[src/hw/rtl/pli_pkg.sv]
// Shared types and constants for the piecewise-linear interpolator.
`timescale 1ns / 1ps

package pli_pkg;

    // Default table depth
    localparam int MAX_POINTS_DEF = 16;

    // Field widths
    localparam int COORD_W = 16;
    localparam int INDEX_W = 4;
    localparam int COUNT_W = 5;

    // Bit-serial divide takes one quotient bit per cycle; multiply shares its step count
    localparam int SERIAL_STEPS = 17;
    localparam int STEP_W       = 5;

    // Operation carried in tuser
    localparam logic OP_WRITE = 1'b0;
    localparam logic OP_EVAL  = 1'b1;

    // Where the query landed on the curve
    typedef enum logic [1:0] {
        FELL_INTERP = 2'd0,
        FELL_BELOW  = 2'd1,
        FELL_ABOVE  = 2'd2,
        FELL_EMPTY  = 2'd3
    } fell_t;

    // Sequencer states
    typedef enum logic [2:0] {
        ST_IDLE,
        ST_FIRST,
        ST_LAST,
        ST_SCAN,
        ST_DIV,
        ST_MUL,
        ST_ADD,
        ST_DONE
    } state_t;

endpackage

[src/hw/rtl/piecewise_linear_interpolator_core.sv]
// Piecewise-linear interpolator: breakpoint table, search sequencer, bit-serial divide and multiply.
`timescale 1ns / 1ps

// A write beat (tuser 0) stores one breakpoint and returns nothing. An evaluate beat (tuser
// 1) returns one result beat. The two breakpoint tables each have one write port and one
// registered read port, so the search walks the table one entry per cycle: entry 0 and the
// last entry in use are checked first, which settles empty, below-first and above-last
// queries. An interpolating query then scans k entries (1 to n-1), runs a 17-step restoring
// divider (one quotient bit a cycle), a 17-step shift-add multiplier sharing the quotient
// register, an add-and-saturate state and a hand-off state that waits for a free output
// register. The result sits in its own output register, so the next beat is taken while a
// result waits downstream. No clearing pass is needed after reset; breakpoints must be
// written before point_count covers them.
module piecewise_linear_interpolator_core #(
    parameter int MAX_POINTS = pli_pkg::MAX_POINTS_DEF
) (
    input  logic        clk,
    input  logic        rst_n,
    // configuration: point_count
    input  logic        cfg_we,
    input  logic [4:0]  cfg_wdata,
    // input stream
    input  logic        s_tvalid,
    output logic        s_tready,
    input  logic [55:0] s_tdata,    // point_index[3:0], point_x[19:4], point_y[35:20],
                                    // query_x[51:36], zero [55:52]
    input  logic [0:0]  s_tuser,    // operation[0]
    // result stream
    output logic        m_tvalid,
    input  logic        m_tready,
    output logic [15:0] m_tdata,    // result_y[15:0]
    output logic [1:0]  m_tuser     // where_fell[1:0]
);

    localparam int AW = (MAX_POINTS > 1) ? $clog2(MAX_POINTS) : 1;
    localparam int CW = $clog2(MAX_POINTS + 1);
    localparam int NW = (CW > pli_pkg::COUNT_W) ? CW : pli_pkg::COUNT_W;

    // Input beat fields
    logic                         s_operation;
    logic [pli_pkg::INDEX_W-1:0]  s_point_index;
    logic signed [15:0]           s_point_x;
    logic signed [15:0]           s_point_y;
    logic signed [15:0]           s_query_x;

    assign s_operation   = s_tuser[0];
    assign s_point_index = s_tdata[3:0];
    assign s_point_x     = s_tdata[19:4];
    assign s_point_y     = s_tdata[35:20];
    assign s_query_x     = s_tdata[51:36];

    // Control state
    pli_pkg::state_t              state_reg, state_next;
    logic [pli_pkg::COUNT_W-1:0]  point_count_reg;
    logic                         out_valid_reg, out_valid_next;

    // Datapath registers
    logic signed [15:0]           q_reg, q_next;
    logic [CW-1:0]                n_reg, n_next;
    logic [AW-1:0]                idx_reg, idx_next;
    logic signed [15:0]           x0_reg, x0_next;
    logic signed [15:0]           y0_reg, y0_next;
    logic [15:0]                  den_reg, den_next;
    logic signed [16:0]           dy_reg, dy_next;
    logic [15:0]                  rem_reg, rem_next;
    logic [16:0]                  work_reg, work_next;
    logic signed [18:0]           acc_reg, acc_next;
    logic [pli_pkg::STEP_W-1:0]   step_reg, step_next;
    logic signed [15:0]           res_y_reg, res_y_next;
    pli_pkg::fell_t               res_fell_reg, res_fell_next;
    logic signed [15:0]           out_y_reg;
    pli_pkg::fell_t               out_fell_reg;
    logic                         load_out;

    // Breakpoint memories
    logic signed [15:0]           abs_mem [MAX_POINTS];
    logic signed [15:0]           ord_mem [MAX_POINTS];
    logic signed [15:0]           x_rd_reg;
    logic signed [15:0]           y_rd_reg;
    logic [AW-1:0]                rd_addr;
    logic                         mem_we;

    // Helper terms
    logic [NW-1:0]                pc_ext;
    logic [CW-1:0]                n_eff;
    logic [NW-1:0]                wr_idx_ext;
    logic                         wr_in_range;
    logic [AW-1:0]                wr_addr;
    logic [CW-1:0]                n_m1;
    logic [AW-1:0]                n_last;
    logic [AW-1:0]                idx_inc;
    logic                         scan_more;
    logic [16:0]                  dq_full;
    logic [16:0]                  dx_full;
    logic [16:0]                  trial;
    logic                         trial_ge;
    logic [16:0]                  trial_sub;
    logic signed [18:0]           mul_sum;
    logic signed [20:0]           r_sum;
    logic signed [15:0]           r_sat;

    // Count clamp and write address
    assign pc_ext      = NW'(point_count_reg);
    assign n_eff       = (pc_ext > NW'(MAX_POINTS)) ? CW'(MAX_POINTS) : pc_ext[CW-1:0];
    assign wr_idx_ext  = NW'(s_point_index);
    assign wr_in_range = wr_idx_ext < NW'(MAX_POINTS);
    assign wr_addr     = wr_idx_ext[AW-1:0];

    // Search terms
    assign n_m1      = n_reg - CW'(1);
    assign n_last    = n_m1[AW-1:0];
    assign idx_inc   = idx_reg + AW'(1);
    assign scan_more = (CW'(idx_reg) < n_m1) && (q_reg > x_rd_reg);

    // Segment differences, both positive once the segment is found
    assign dq_full = {q_reg[15], q_reg} - {x0_reg[15], x0_reg};
    assign dx_full = {x_rd_reg[15], x_rd_reg} - {x0_reg[15], x0_reg};

    // One restoring divide step
    assign trial     = {rem_reg, work_reg[16]};
    assign trial_ge  = trial >= {1'b0, den_reg};
    assign trial_sub = trial - {1'b0, den_reg};

    // One shift-add multiply step
    assign mul_sum = work_reg[0] ? (acc_reg + {{2{dy_reg[16]}}, dy_reg}) : acc_reg;

    // y0 plus the product shifted down by 16, then saturate
    assign r_sum = {{5{y0_reg[15]}}, y0_reg} + {acc_reg[18], acc_reg, work_reg[16]};
    always_comb
    begin
        if (r_sum > 21'sd32767)
        begin
            r_sat = 16'sh7FFF;
        end
        else if (r_sum < -21'sd32768)
        begin
            r_sat = -16'sh8000;
        end
        else
        begin
            r_sat = r_sum[15:0];
        end
    end

    assign s_tready = (state_reg == pli_pkg::ST_IDLE);

    // Sequencer: next state and datapath updates
    always_comb
    begin
        state_next    = state_reg;
        q_next        = q_reg;
        n_next        = n_reg;
        idx_next      = idx_reg;
        x0_next       = x0_reg;
        y0_next       = y0_reg;
        den_next      = den_reg;
        dy_next       = dy_reg;
        rem_next      = rem_reg;
        work_next     = work_reg;
        acc_next      = acc_reg;
        step_next     = step_reg;
        res_y_next    = res_y_reg;
        res_fell_next = res_fell_reg;
        rd_addr       = '0;
        mem_we        = 1'b0;
        load_out      = 1'b0;

        unique case (state_reg)
            pli_pkg::ST_IDLE:
            begin
                if (s_tvalid)
                begin
                    if (s_operation == pli_pkg::OP_EVAL)
                    begin
                        q_next = s_query_x;
                        n_next = n_eff;
                        if (n_eff == '0)
                        begin
                            res_y_next    = '0;
                            res_fell_next = pli_pkg::FELL_EMPTY;
                            state_next    = pli_pkg::ST_DONE;
                        end
                        else
                        begin
                            state_next = pli_pkg::ST_FIRST;
                        end
                    end
                    else
                    begin
                        mem_we = wr_in_range;
                    end
                end
            end

            // entry 0 on the read port
            pli_pkg::ST_FIRST:
            begin
                x0_next = x_rd_reg;
                y0_next = y_rd_reg;
                rd_addr = n_last;
                if (q_reg <= x_rd_reg)
                begin
                    res_y_next    = y_rd_reg;
                    res_fell_next = pli_pkg::FELL_BELOW;
                    state_next    = pli_pkg::ST_DONE;
                end
                else
                begin
                    state_next = pli_pkg::ST_LAST;
                end
            end

            // last entry in use on the read port
            pli_pkg::ST_LAST:
            begin
                rd_addr  = AW'(1);
                idx_next = AW'(1);
                if (q_reg >= x_rd_reg)
                begin
                    res_y_next    = y_rd_reg;
                    res_fell_next = pli_pkg::FELL_ABOVE;
                    state_next    = pli_pkg::ST_DONE;
                end
                else
                begin
                    state_next = pli_pkg::ST_SCAN;
                end
            end

            // walk until the first x at or above the query
            pli_pkg::ST_SCAN:
            begin
                if (scan_more)
                begin
                    x0_next  = x_rd_reg;
                    y0_next  = y_rd_reg;
                    idx_next = idx_inc;
                    rd_addr  = idx_inc;
                end
                else
                begin
                    den_next   = dx_full[15:0];
                    dy_next    = {y_rd_reg[15], y_rd_reg} - {y0_reg[15], y0_reg};
                    rem_next   = {1'b0, dq_full[15:1]};
                    work_next  = {dq_full[0], 16'h0000};
                    step_next  = pli_pkg::STEP_W'(pli_pkg::SERIAL_STEPS - 1);
                    state_next = pli_pkg::ST_DIV;
                end
            end

            // one quotient bit a cycle
            pli_pkg::ST_DIV:
            begin
                rem_next  = trial_ge ? trial_sub[15:0] : trial[15:0];
                work_next = {work_reg[15:0], trial_ge};
                step_next = step_reg - pli_pkg::STEP_W'(1);
                if (step_reg == '0)
                begin
                    acc_next   = '0;
                    step_next  = pli_pkg::STEP_W'(pli_pkg::SERIAL_STEPS - 1);
                    state_next = pli_pkg::ST_MUL;
                end
            end

            // one multiplier bit a cycle, product shifts right through acc and work
            pli_pkg::ST_MUL:
            begin
                acc_next  = {mul_sum[18], mul_sum[18:1]};
                work_next = {mul_sum[0], work_reg[16:1]};
                step_next = step_reg - pli_pkg::STEP_W'(1);
                if (step_reg == '0)
                begin
                    state_next = pli_pkg::ST_ADD;
                end
            end

            pli_pkg::ST_ADD:
            begin
                res_y_next    = r_sat;
                res_fell_next = pli_pkg::FELL_INTERP;
                state_next    = pli_pkg::ST_DONE;
            end

            // hand the result to the output register once it is free
            pli_pkg::ST_DONE:
            begin
                if (!out_valid_reg || m_tready)
                begin
                    load_out   = 1'b1;
                    state_next = pli_pkg::ST_IDLE;
                end
            end

            default:
            begin
                state_next = pli_pkg::ST_IDLE;
            end
        endcase
    end

    // Output handshake
    assign out_valid_next = load_out | (out_valid_reg & ~m_tready);

    // Control registers
    always_ff @(posedge clk or negedge rst_n)
    begin
        if (!rst_n)
        begin
            state_reg       <= pli_pkg::ST_IDLE;
            out_valid_reg   <= 1'b0;
            point_count_reg <= '0;
        end
        else
        begin
            state_reg     <= state_next;
            out_valid_reg <= out_valid_next;
            if (cfg_we)
            begin
                point_count_reg <= cfg_wdata;
            end
        end
    end

    // Datapath registers
    always_ff @(posedge clk)
    begin
        q_reg        <= q_next;
        n_reg        <= n_next;
        idx_reg      <= idx_next;
        x0_reg       <= x0_next;
        y0_reg       <= y0_next;
        den_reg      <= den_next;
        dy_reg       <= dy_next;
        rem_reg      <= rem_next;
        work_reg     <= work_next;
        acc_reg      <= acc_next;
        step_reg     <= step_next;
        res_y_reg    <= res_y_next;
        res_fell_reg <= res_fell_next;
        if (load_out)
        begin
            out_y_reg    <= res_y_reg;
            out_fell_reg <= res_fell_reg;
        end
    end

    // Breakpoint tables, registered read
    always_ff @(posedge clk)
    begin
        if (mem_we)
        begin
            abs_mem[wr_addr] <= s_point_x;
            ord_mem[wr_addr] <= s_point_y;
        end
        x_rd_reg <= abs_mem[rd_addr];
        y_rd_reg <= ord_mem[rd_addr];
    end

    assign m_tvalid = out_valid_reg;
    assign m_tdata  = out_y_reg;
    assign m_tuser  = out_fell_reg;

`ifndef ASSERT_OFF
    // partial remainder stays below the divisor
    a_rem_below_den: assert property (@(posedge clk) disable iff (!rst_n)
        (state_reg == pli_pkg::ST_DIV) |-> (rem_reg < den_reg))
        else $error("divider remainder reached divisor");

    // chosen segment always has a positive width
    a_den_nonzero: assert property (@(posedge clk) disable iff (!rst_n)
        (state_reg == pli_pkg::ST_DIV) |-> (den_reg != '0))
        else $error("zero-width segment entered the divider");

    // fraction never exceeds one
    a_frac_bound: assert property (@(posedge clk) disable iff (!rst_n)
        (state_reg == pli_pkg::ST_DIV && step_reg == '0) |=> (work_reg <= 17'd65536))
        else $error("interpolation fraction above one");

    // scan stays within the points in use
    a_scan_range: assert property (@(posedge clk) disable iff (!rst_n)
        (state_reg == pli_pkg::ST_SCAN) |-> (CW'(idx_reg) < n_reg))
        else $error("search ran past the last point");

    // a result is only handed over when the output register is free or draining
    a_no_overwrite: assert property (@(posedge clk) disable iff (!rst_n)
        (load_out && out_valid_reg) |-> m_tready)
        else $error("pending result overwritten");
`endif

endmodule
[config.mk]
export PLATFORM = sky130hd
export DESIGN_NAME = piecewise_linear_interpolator_core
export DESIGN_NICKNAME = d
export VERILOG_FILES = /design/src/hw/rtl/pli_pkg.sv /design/src/hw/rtl/piecewise_linear_interpolator_core.sv
export SDC_FILE = /design/constraint.sdc
export NUM_CORES = 1
export LEC_CHECK = 0
export BUFFER_PORTS_ARGS = -buffer_cell sky130_fd_sc_hd__buf_2
export CAP_MARGIN = 5
export CELL_PAD_IN_SITES_DETAIL_PLACEMENT = 1
export CELL_PAD_IN_SITES_GLOBAL_PLACEMENT = 1
export CORE_MARGIN = 3
export CORE_UTILIZATION = 48
export CTS_CLUSTER_DIAMETER = 100
export CTS_CLUSTER_SIZE = 16
export DETAILED_ROUTE_END_ITERATION = 12
export HOLD_SLACK_MARGIN = 0.02
export PLACE_DENSITY_LB_ADDON = 0.1
export RECOVER_POWER = 100
export SLEW_MARGIN = 20
export SYNTH_ARGS = -nofsm -noshare
export SYNTH_HDL_FRONTEND = slang
export SYNTH_SLANG_ARGS = --single-unit
[constraint.sdc]
create_clock -name clk -period 10.2 [get_ports clk]
set_input_delay 1.53 -clock clk [delete_from_list [all_inputs] [get_ports clk]]
set_output_delay 1.53 -clock clk [all_outputs]
set_load 0.02 [all_outputs]
* Yosys cells after proc, flatten, opt, wreduce, memory -nomap -nowiden
Memory sizes are Yosys's and may differ from the RTL's. A register that Yosys moved wholly into a read port is not among the register bits. Cells that the tools add are included.
Storage, ports and cells: flip-flop bits (word level) 192, bits in writable memories 512, input bits 67, output and inout port bits 20, word-level logic and storage cells 131, memories 2
Memories:
- abs_mem | depth 16, width 16, rd ports 1, clocked after Yosys merged registers in 1, write ports 1, line piecewise_linear_interpolator_core.sv:76 | logic signed [15:0] abs_mem [MAX_POINTS];
- ord_mem | depth 16, width 16, rd ports 1, clocked after Yosys merged registers in 1, write ports 1, line piecewise_linear_interpolator_core.sv:77 | logic signed [15:0] ord_mem [MAX_POINTS];
Operators by class: $add $sub $neg 9, $lt $le $gt $ge 9, equality and inequality tests 17, multiplexer cells 51, bitwise logic cells 4, reduce and logical (&&, ||, !) cells 21
Operators by type and width (number):
- $mux W16 | 11
- $pmux W16 S2 | 3
- $pmux W16 S4 | 1
- $pmux W17 S3 | 1
- $sub A16 B16 Y16 | 3
- $mux W19 | 2
- $pmux W19 S2 | 1
- $mux W3 | 9
- $pmux W3 S8 | 1
- $add A16 B20 Y21 | 1
- $gt A21 B16 Y1 const B | 1
- $lt A21 B16 Y1 const B | 1
- $add A19 B19 Y19 | 1
- $ge A17 B16 Y1 | 1
- $mux W17 | 1
- $sub A16 B16 Y17 | 1
- $ge A16 B16 Y1 | 1
- $gt A16 B16 Y1 | 1
- $le A16 B16 Y1 | 1
- $ne A2 B2 Y1 const B | 8
- $mux W5 | 3
- $pmux W5 S3 | 1
- $eq A3 B3 Y1 const B | 4
- $pmux W4 S3 | 1
- 27 further kinds | 52

* Depth between registers and ports, before layout
depth in word-level cells 7, mapped depth 15, mapped depth without buffers 13

* Worst setup path after synthesis
OpenSTA, ideal clock, no wires.
kind input -> register, start point in s_tuser, end point mem abs_mem[0][0] (enable), library setup time 461 ps, arrival 4332 ps, data required time 9739 ps, slack 5407 ps, stages on the path 3, path buffers 0, cell sequence nand3b_1 or3_1 nor3_1
Between the ends: cells in the longest elaborated chain, start to end 5
Ends and longest elaborated chain:
- from (decl) | line piecewise_linear_interpolator_core.sv:27 | input logic [0:0] s_tuser,
- $mux W1 | line piecewise_linear_interpolator_core.sv:173 | if (s_operation == pli_pkg::OP_EVAL)
- $mux W1 | line piecewise_linear_interpolator_core.sv:171 | if (s_tvalid)
- $mux W1 | line piecewise_linear_interpolator_core.sv:168 | unique case (state_reg)
- $mux W1 | line piecewise_linear_interpolator_core.sv:350 | if (mem_we)
- $mux W1 (implied by the code) | line piecewise_linear_interpolator_core.sv:352 | abs_mem[wr_addr] <= s_point_x;
- to (decl) | line piecewise_linear_interpolator_core.sv:76
Every way passes these cells.

* Worst setup path after layout
start point reg n_reg[0], end point reg x_rd_reg[9] (read register of abs_mem)
Between the ends: cells in the longest elaborated chain, start to end 5
Ends and longest elaborated chain:
- from (decl) | line piecewise_linear_interpolator_core.sv:59 | logic [CW-1:0] n_reg, n_next;
- from (signal assigned) | line piecewise_linear_interpolator_core.sv:328 | n_reg <= n_next;
- $sub A5 B1 Y5 * | line piecewise_linear_interpolator_core.sv:110 | assign n_m1 = n_reg - CW'(1);
- $lt A4 B5 Y1 | line piecewise_linear_interpolator_core.sv:113 | assign scan_more = (CW'(idx_reg) < n_m1) && (q_reg > x_rd_reg);
- $logic_and A1 B1 Y1 | line piecewise_linear_interpolator_core.sv:113
- $mux W4 | line piecewise_linear_interpolator_core.sv:233 | if (scan_more)
- $pmux W4 S3 * | line piecewise_linear_interpolator_core.sv:168
- to (decl) | line piecewise_linear_interpolator_core.sv:78 | logic signed [15:0] x_rd_reg;
Mark *: on every way between the ends. The rest lies on a longest branch, timed or not. A chain may end at the register's enable or synchronous reset.

==> metrics.txt <==
worst path bufs/invs 3; die area 72,800 µm²; setup violators final 0; largest net degree at the start of global routing 105; Tmin final 7240 ps; final hold vios 0; Routed Antenna Nets 0; failing checks capacitance limit, slew limit; Design Power 0.0104 W; area taken by flip-flops and latches 21,700 µm²; main flop type after synthesis edfxtp_1; Comb power frac 0.403; count leader, synth edfxtp_1; Layout Utilization 0.527; hold worst-path end m_tdata[4]; R2R cell count 14; # DRC 0; initial drt markers 1,520; GPL Wtd Cong 0.833; Layout area overhead 8.48%; post-CTS setup buffer count 0; switching power 0.00389 W; setup TNS 0 ps; top post-synthesis cells by area edfxtp_1 (62%), mux2i_1 (6.0%), ha_1 (4.6%), o21ai_0 (2.2%), dfxtp_1 (1.9%); synth unique cells 79; switch share 0.374; CP max-delay cell nor2_1; worst slew pin tran 3020 ps; Clock Power Share 0.195; DR WL/cell 24.3 µm; max-cap violations 26; io pins 87; Initial Util 0.486; R2R Setup Slk 2960 ps; RSZ-0062 raised after global routing false; clk root buf clkbuf_16; HPWL after DPL 51,700 µm; PostCTS Resize Cnt 0; syn_nets 2,634; DRT Wirelength 84,800 µm; Ys Warns 0; die width 270 µm; largest area contributor in the synthesized netlist edfxtp_1; cell breakdown of the critical path inv_1, ha_1, xor2_1, inv_1, ha_1, nor3_1, a2111oi_0, nor3_1, and4_4, nor2_1, buf_4, mux2i_1, o22ai_1, or3_1; share of cells above drive strength 1 0.0545; synth cell count leaders edfxtp_1 (694), mux2i_1 (202), o21ai_0 (149), nor2_1 (132), ha_1 (122); critical path arrival 7710 ps; initial antenna violation count 7; CP endpoint kind flop; Hold Startpoint res_y_reg[4]; critical path peak fanout 56; vias in the first global route 21.4k; post-synthesis compound-gate area fraction 0.111; Leak 13.4 nW; dpl ws 4600 ps; Max Slew Vio Count 672; Critical Path Max Stage Delay 1860 ps; largest family of logic cells by synthesized area compound AO/OA/AOI/OAI gates; crit share post-route 0.710; total global-route track usage 0.231; internal power 0.00653 W; CTS Sinks 735; slew margin rel. -1.03; Syn Inst Count 2,439; WHS 424 ps; Core Rows 96; # fillers 6,733; crit path launch type flop; Seq/Total Area, Yosys 0.649; final global-route overflow total 0; htree depth 2; Synth top area share 0.623; CTS max path bufs 3; CTS tree yes; Adder-Cell Fraction of Synth Area 0.0493; R2R Path Start n_reg[0]; Post-synth EDFFs 694; Setup WS post-layout 2960 ps; multiplexer share of the synthesized area 0.0625; syn avg cell area 13.7 µm²; status finished, violations left; part of the power in registers 0.402; simple-gate share of the synthesized area 0.0796; first-pass GRT wire length 129,000 µm; Hold Path Class flop to flop; Skew-Pair Late Insertion Delay 650 ps; hold buffers post-CTS 0; Die Ht 270 µm; DRT Pass-1 Iters 5; pwr dens 287 nW/µm²; Core Area 68,800 µm²; xor and xnor area share after synthesis 0.0199; fin nets 2,706; Seq cells post-synth 735; Crit path max-delay family simple AND/OR/NAND/NOR gates; WP data required 10,670 ps; asr flop ratio synth 0.0122; critical path type flop to flop; Worst VDD drop 0.000155 V; DR vias 20.5k; area of the multi-input gates 10,800 µm²; Hold Crit Depth 0; IO buf count 82; Mapped Area 33,400 µm²; Worst R2R End x_rd_reg[9]; Vias/cell 5.89; Setup Skew 40.7 ps; CTS Buf Count 52; maximum clock rate 0.138 GHz; Clock Pin Slew Worst Setup and Hold Paths 80 ps
power by group through the flow:
stage	registers [W]	logic [W]	clock network [W]
floorplan	0.00412	0.00314	0
global placement	0.00423	0.00405	0
detailed placement	0.00425	0.00423	0
CTS	0.00418	0.00426	0.00208
global route	0.00424	0.00468	0.00219
finish	0.00419	0.00420	0.00203
worst max path at each step:
stage | start | slack [ps] | cells past startpoint | to
after floorplan | s_tuser | 5410 | 3 | abs_mem[0][0]
after global placement | n_reg[0] | 4670 | 14 | x_rd_reg[9]
after detailed placement | n_reg[0] | 4600 | 14 | y_rd_reg[7]
after CTS | n_reg[0] | 4550 | 14 | x_rd_reg[7]
after global routing | n_reg[0] | 2510 | 14 | x_rd_reg[7]
final | n_reg[0] | 2960 | 14 | x_rd_reg[9]
final cells by class:
type / count / share of cell area
sequential: 735 / 0.599
multi-input combinational: 1487 / 0.299
clock buffer: 91 / 0.0408
tap: 931 / 0.0321
timing repair buffer: 123 / 0.0155
inverter: 112 / 0.0116
clock inverter: 4 / 0.00224
antenna: 1 / 0.0000690
through the flow:
stage | cell area, µm² | cells
3_3_place_gp | 35000 | 3388
3_5_place_dp | 35000 | 3388
5_1_grt | 36300 | 3483
4_1_cts | 36500 | 3483
6_report | 36300 | 3484
2_1_floorplan | 33400 | 2439
layer usage:
metal | global-route usage | share of wire | vias up
li1 | - | - | 9488
met1 | 0.317 | 0.44 | 10500
met2 | 0.391 | 0.48 | 465
met3 | 0.0306 | 0.050 | 111
met4 | 0.0567 | 0.022 | 2
met5 | 0 | 0.00015 | -
cell usage in the layout (no fill, tap or decap), types with 65 or more instances in the layout:
master	count
a21boi_0	65
a21oi_1	66
and3_1	72
clkbuf_1	118
edfxtp_1	694
ha_1	122
inv_1	111
mux2i_1	202
nand2_1	76
nor2_1	123
o21ai_0	150
o22ai_1	73
cell families after synthesis:
kind of cell | count (synthesis)
adder cells (fa/ha/maj) | 128
buffers and inverters | 217
flip-flops | 735
multiplexers | 208
AND/OR/NAND/NOR | 517
AO/OA/AOI/OAI | 558
XOR/XNOR | 76
Power figures use the tool's default switching activity.
